$ cat src/rtl/pphr_pkg.sv
// Shared types and constants for the pulse period heart rate block.
// Used by pphr_div and pulse_period_heart_rate_top; no dependencies.
`default_nettype none

package pphr_pkg;

    localparam int PPHR_MAX_PERIODS = 256;

    localparam int SAMPLE_W = 12;
    localparam int PPS_W    = 9;
    localparam int CNT_W    = 16;
    localparam int RATE_W   = 16;
    localparam int SUM_W    = CNT_W + 1;
    localparam int APB_DW   = 32;
    localparam int APB_AW   = 5;

    localparam logic [SAMPLE_W-1:0] THRESHOLD_RST = 12'd4025;
    localparam logic [PPS_W-1:0]    PPS_RST       = 9'd8;
    localparam logic [CNT_W-1:0]    GAP_RST       = 16'd0;
    localparam logic [RATE_W-1:0]   TPM_RST       = 16'd60000;
    localparam logic [RATE_W-1:0]   MIN_RATE_RST  = 16'd90;
    localparam logic [RATE_W-1:0]   MAX_RATE_RST  = 16'd160;

    localparam logic [CNT_W-1:0]    CNT_SAT       = 16'hFFFF;
    localparam logic [RATE_W-1:0]   RATE_NO_SUM   = 16'hFFFF;

    typedef enum logic [2:0] {
        REG_THRESHOLD = 3'd0,
        REG_PPS       = 3'd1,
        REG_GAP       = 3'd2,
        REG_TPM       = 3'd3,
        REG_MIN_RATE  = 3'd4,
        REG_MAX_RATE  = 3'd5
    } t_reg_idx;

    typedef enum logic [2:0] {
        S_IDLE,
        S_CAND,
        S_CAND_W,
        S_SCAN,
        S_SCAN_W,
        S_DIV_GO,
        S_DIV_WAIT,
        S_OUT
    } t_state;

endpackage

`default_nettype wire

$ cat src/rtl/pphr_div.sv
// Iterative restoring divider, one quotient bit per cycle.
// Depends on pphr_pkg for the word widths.
`default_nettype none

module pphr_div
    import pphr_pkg::*;
(
    input  wire logic              i_clk,
    input  wire logic              i_rst_n,
    input  wire logic              i_start,
    input  wire logic [RATE_W-1:0] i_dividend,
    input  wire logic [SUM_W-1:0]  i_divisor,
    output logic                   o_done,
    output logic [RATE_W-1:0]      o_quotient
);

    localparam int STEP_W = $clog2(RATE_W);
    localparam logic [STEP_W-1:0] LAST_STEP = STEP_W'(RATE_W - 1);

    logic              r_busy;
    logic              r_done;
    logic [STEP_W-1:0] r_cnt;
    logic [SUM_W-1:0]  r_rem;
    logic [SUM_W-1:0]  r_div;
    logic [RATE_W-1:0] r_quo;

    logic [SUM_W:0]    trial;
    logic              fits;

    assign trial = {r_rem, r_quo[RATE_W-1]};
    assign fits  = trial >= {1'b0, r_div};

    always_ff @(posedge i_clk) begin
        if (!i_rst_n) begin
            r_busy <= 1'b0;
            r_done <= 1'b0;
            r_cnt  <= '0;
        end else begin
            r_done <= 1'b0;
            if (i_start) begin
                r_busy <= 1'b1;
                r_cnt  <= '0;
            end else if (r_busy) begin
                r_cnt <= r_cnt + 1'b1;
                if (r_cnt == LAST_STEP) begin
                    r_busy <= 1'b0;
                    r_done <= 1'b1;
                end
            end
        end
    end

    always_ff @(posedge i_clk) begin
        if (i_start) begin
            r_rem <= '0;
            r_div <= i_divisor;
            r_quo <= i_dividend;
        end else if (r_busy) begin
            r_rem <= fits ? SUM_W'(trial - {1'b0, r_div}) : trial[SUM_W-1:0];
            r_quo <= {r_quo[RATE_W-2:0], fits};
        end
    end

    assign o_done     = r_done;
    assign o_quotient = r_quo;

endmodule

`default_nettype wire

$ cat config.mk
export PLATFORM = sky130hd
export DESIGN_NAME = pphr_div
export DESIGN_NICKNAME = d
export VERILOG_FILES = /design/src/rtl/pphr_pkg.sv /design/src/rtl/pphr_div.sv
export SDC_FILE = /design/constraint.sdc
export NUM_CORES = 1
export LEC_CHECK = 0
export BUFFER_PORTS_ARGS = -buffer_cell sky130_fd_sc_hd__buf_2
export CAP_MARGIN = 20
export CORE_MARGIN = 2
export CORE_UTILIZATION = 56
export CTS_CLUSTER_SIZE = 20
export DETAILED_ROUTE_END_ITERATION = 6
export GPL_ROUTABILITY_DRIVEN = 0
export GPL_TIMING_DRIVEN = 0
export PLACE_DENSITY = 0.86
export SETUP_SLACK_MARGIN = 0.02
export SLEW_MARGIN = 20
export SYNTH_ARGS = -nofsm -noshare
export SYNTH_HDL_FRONTEND = slang
export SYNTH_SLANG_ARGS = --single-unit
$ cat constraint.sdc
create_clock -name i_clk -period 3.45 [get_ports i_clk]
set_clock_uncertainty 0.05 [all_clocks]
set_input_delay 0.1725 -clock i_clk [delete_from_list [all_inputs] [get_ports i_clk]]
set_output_delay 0.1725 -clock i_clk [all_outputs]
set_load 0.05 [all_outputs]
# == Word-level counts from Yosys, hierarchy flattened ==
# Index checks and enable logic that the tools add are counted.
# word_totals
reg_bits,56
latchBits,0
ram_bits,0
rom_bits,0
input_bits,36
out_inout_bits,17
word_cells,22
mem_count,0
# op_classes
addsub,2
mul,0
div_mod_pow,0
n_lt_le_gt_ge,1
n_eq_ne,1
shifts,0
mux,7
bitwise_logic,2
n_reduce_logical,3
# op_table
operator,count
2-to-1 mux 16 bit,2
greater-or-equal comparator 18 x 17 -> 1 bit,1
2-to-1 mux 17 bit,1
subtractor 17 bit,1
"adder 4 x 1 -> 4 bit, second input constant",1
"equality test 4 bit, second input constant",1
2-to-1 mux 1 bit,4
OR reduction 3 bit,1
inverter 1 bit,2
nonzero test 2 bit,1
OR reduction 2 bit,1

# == Longest topological paths before layout ==
# depth
depth_word,4
mapped_depth,12
mapped_depth_nobuf,10

# == Worst setup path after synthesis ==
# No wires, ideal clock.
# synth_timing
kind,flip-flop to flip-flop
from,reg r_quo[15] (netlist: o_quotient[15])
to,"reg r_quo[0] (netlist: o_quotient[0]), data pin"
setup_time_ns,0.260
arrival_ns,2.664
required_ns,3.140
slack_ns,0.476
path_stages_with_launch,12
n_path_buf,2
synth_period_minus_slack_ns,2.974
path_cell_list,edfxtp_1 > inv_1 > ha_1 > inv_1 > fa_1 > a21o_1 > a221oi_2 > o211ai_1 > a21o_1 > buf_6 > buf_4 > mux2_2
# synth_via
elab_chain_len,3
# synth_rtl
element,line_no,text
start: declaration,pphr_div.sv:25,logic [RATE_W-1:0] r_quo;
start signal: assignment,pphr_div.sv:57,r_quo <= i_dividend;
start signal: assignment,pphr_div.sv:60,"r_quo <= {r_quo[RATE_W-2:0], fits};"
greater-or-equal comparator 18 x 17 -> 1 bit,pphr_div.sv:31,"assign fits = trial >= {1'b0, r_div};"
2-to-1 mux 16 bit,pphr_div.sv:58,end else if (r_busy) begin
2-to-1 mux 16 bit,pphr_div.sv:54,if (i_start) begin
# No other way between the ends. The select of a mux whose other input is x is not followed.
# A chain may end at the register's enable or synchronous reset.

# == Worst setup path after layout ==
# Same ends and word-level chain as after synthesis.

==> results_dict.tcl <==
set metrics [dict create \
    htreeDepth 2 \
    antenna_left 0 \
    finalSetupTns_ns 0 \
    netlist.area_leader.share_pct 31.4 \
    cts_buffers 5 \
    synth-edff-count 33 \
    ys.flop_type "edfxtp_1" \
    cts.path.max_buffers 2 \
    grt_pass1_vias 2449 \
    ys_seq_area_share_pct 46.0 \
    ys_warn_count 0 \
    yosysTopAreaCell "edfxtp_1" \
    min_path_type "in -> reg" \
    place_hpwl_um 4720 \
    cts_root_buf "clkbuf_8" \
    dr.first_iter.drc_count 154 \
    antenna_found_initial 0 \
    routed-via-count 2539 \
    synth_cell_types 52 \
    busiest_layer "met2" \
    start_kind "flip-flop" \
    clk_pin_slew_ns 0.12 \
    ys_top_cells_by_count "edfxtp_1, inv_1, nor2_1" \
    leakage_nw 1.58 \
    num_io_pins 53 \
    use_met3_pct 4.43 \
    min_period_ns 2.98 \
    syn_area_per_cell_um2 10.5 \
    fillCellCount 428 \
    setup_violations 0 \
    slew_headroom_pct 59.2 \
    cts_resized 0 \
    dp_slack_ns 0.512 \
    drv_slew 0 \
    fin_hold_ws_ns 0.0342 \
    end_kind "flip-flop" \
    wl_per_cell_um 14.8 \
    worstMarginPinSlew_ns 0.611 \
    async_flop_share_pct 0 \
    syn2layout_area_growth_pct 19.6 \
    grt_usage_pct 22.8 \
    fin_total_pwr_mw 1.71 \
    dieArea_um2 6250 \
    rows 27 \
    final_nets 431 \
    die_h_um 79.1 \
    vias_per_cell 5.65 \
    powerDensity_nw_per_um2 453 \
    use_met1_pct 29.8 \
    arrival_ns 3.02 \
    cts_sinks 56 \
    drv_cap 0 \
    core_um2 5470 \
    wl_um 6640 \
    grt_pass1_wl_um 11200 \
    drtPass1Iterations 4 \
    netlist_area_um2 3160 \
    crit_fanout 10 \
    clock_latency_ns 0.32 \
    grt_start_max_net_pins 21 \
    outcome "completed" \
    syn_nets 355 \
    irDropWorstVdd_mv 0.260 \
    synth.area.top_cells "edfxtp_1, dfxtp_1, ha_1, mux2_2, inv_1" \
    grt_overflow 0 \
    ys_ff_latch 56 \
    synthMostInstantiatedCell "edfxtp_1" \
    syn_inst 300 \
    final_hold_viol_count 0 \
    required_ns 3.49 \
    start_util_pct 57.7 \
    diodes 0 \
    rsz0062_at_grt "no" \
    finalWorstSetupSlack_ns 0.471 \
    port_buffers 52 \
    die_w_um 79.1 \
    fmaxAchievable_mhz 336 \
    cts_tree "yes" \
    drive_above_1_share_pct 22.8 \
    post-route-period-util_pct 86.3 \
    worst-setup-path-type "reg -> reg" \
    grt.met2_usage_pct 39.1 \
    drc 0 \
]
==> cells in the final DEF (no fill, tap or decap), drive strengths merged, types with 3 or more instances in the layout <==
master / n
nor2: 25
a211oi: 9
dlygate4sd3: 17
nand2: 20
a21o: 8
a311oi: 3
o31ai: 3
nor3: 4
nand4: 4
edfxtp: 33
xor2: 6
nand2b: 6
mux2: 16
ha: 18
dfxtp: 23
clkbuf: 11
o21bai: 3
nand3: 6
inv: 28
buf: 59
xnor2: 7
o21ai: 7
o211ai: 6
mux2i: 9
a31oi: 4
a21oi: 15
==> per-layer routing <==
layer	vias to the layer above	share of wire, %
met2	74	49
met4	0	1.3
li1	1259	-
met5	-	0
met1	1194	45
met3	12	5.2
==> kinds of logic (layout without fill, tap and decap cells) <==
logic type,Yosys count,after routing,share of synthesized area (%)
DFF,56,56,46.0
adders and majority gates,19,19,7.77
muxes,25,25,8.56
and+or+nand+nor,75,75,11.3
AOI/OAI and AO/OA,74,74,17.3
xor gates and xnor gates,13,13,3.61
buffers and inverters,38,115,5.43
==> area by class of cell <==
cell class                 instances  area [um2]  share of cell area, %
tap                               72        90.1                   2.39
timing repair buffer              69         430                   11.4
inverter                          25        93.8                   2.49
sequential                        56        1450                   38.5
clock buffer                       5        68.8                   1.82
multi-input combinational        206        1530                   40.6
clock inverter                     3        28.8                  0.763
buffer                            13        77.6                   2.06
==> flip-flops by register name (all words and copies together) (netlist names) <==
register	count
r_div	17
r_rem	17
o_quotient	16
r_cnt	4
o_done	1
r_busy	1
==> worst max-delay path, cell delays in order (launching register included) <==
cell and delay, ns:
edfxtp_1 0.44, inv_1 0.08, ha_1 0.15, inv_1 0.05, fa_1 0.40, a21o_1 0.24
a221oi_2 0.43, o211ai_1 0.13, a21o_1 0.19, buf_6 0.15, buf_4 0.17, mux2_2 0.26
==> metrics by stage <==
| stage | cell area [um2] | util (%) | instances |
|---|---|---|---|
| 6_report | 3770 | 69.0 | 449 |
| 2_1_floorplan | 3160 | - | 300 |
| 4_1_cts | 3770 | 69.0 | 449 |
| 5_1_grt | 3770 | 69.0 | 449 |
| 3_3_place_gp | 3510 | 64.1 | 424 |
| 3_5_place_dp | 3510 | 64.1 | 424 |
==> final timing paths <==
| kind | startpoint | end | slack (ns) | depth (start not counted) |
|---|---|---|---|---|
| worst min-delay path | i_rst_n | r_busy | 0.03 | 2 |
| worst max-delay path | o_quotient[15] | o_quotient[0] | 0.47 | 11 |
| worst max register to register | o_quotient[15] | o_quotient[0] | 0.47 | 11 |
| worst min register to register | r_rem[3] | r_rem[3] | 0.46 | 2 |
==> power breakdown <==
part	switching (mW)	leakage, nW	internal (mW)
clock	0.243	0.0511	0.154
sequential	0.0301	0.516	0.770
combinational	0.309	1.02	0.204
==> repair_timing <==
item	CTS	global route
buffers inserted	0	0
endpoints found under the hold margin	17	0
hold buffers	17	0
No activity file was read; power rests on OpenSTA's default activity.
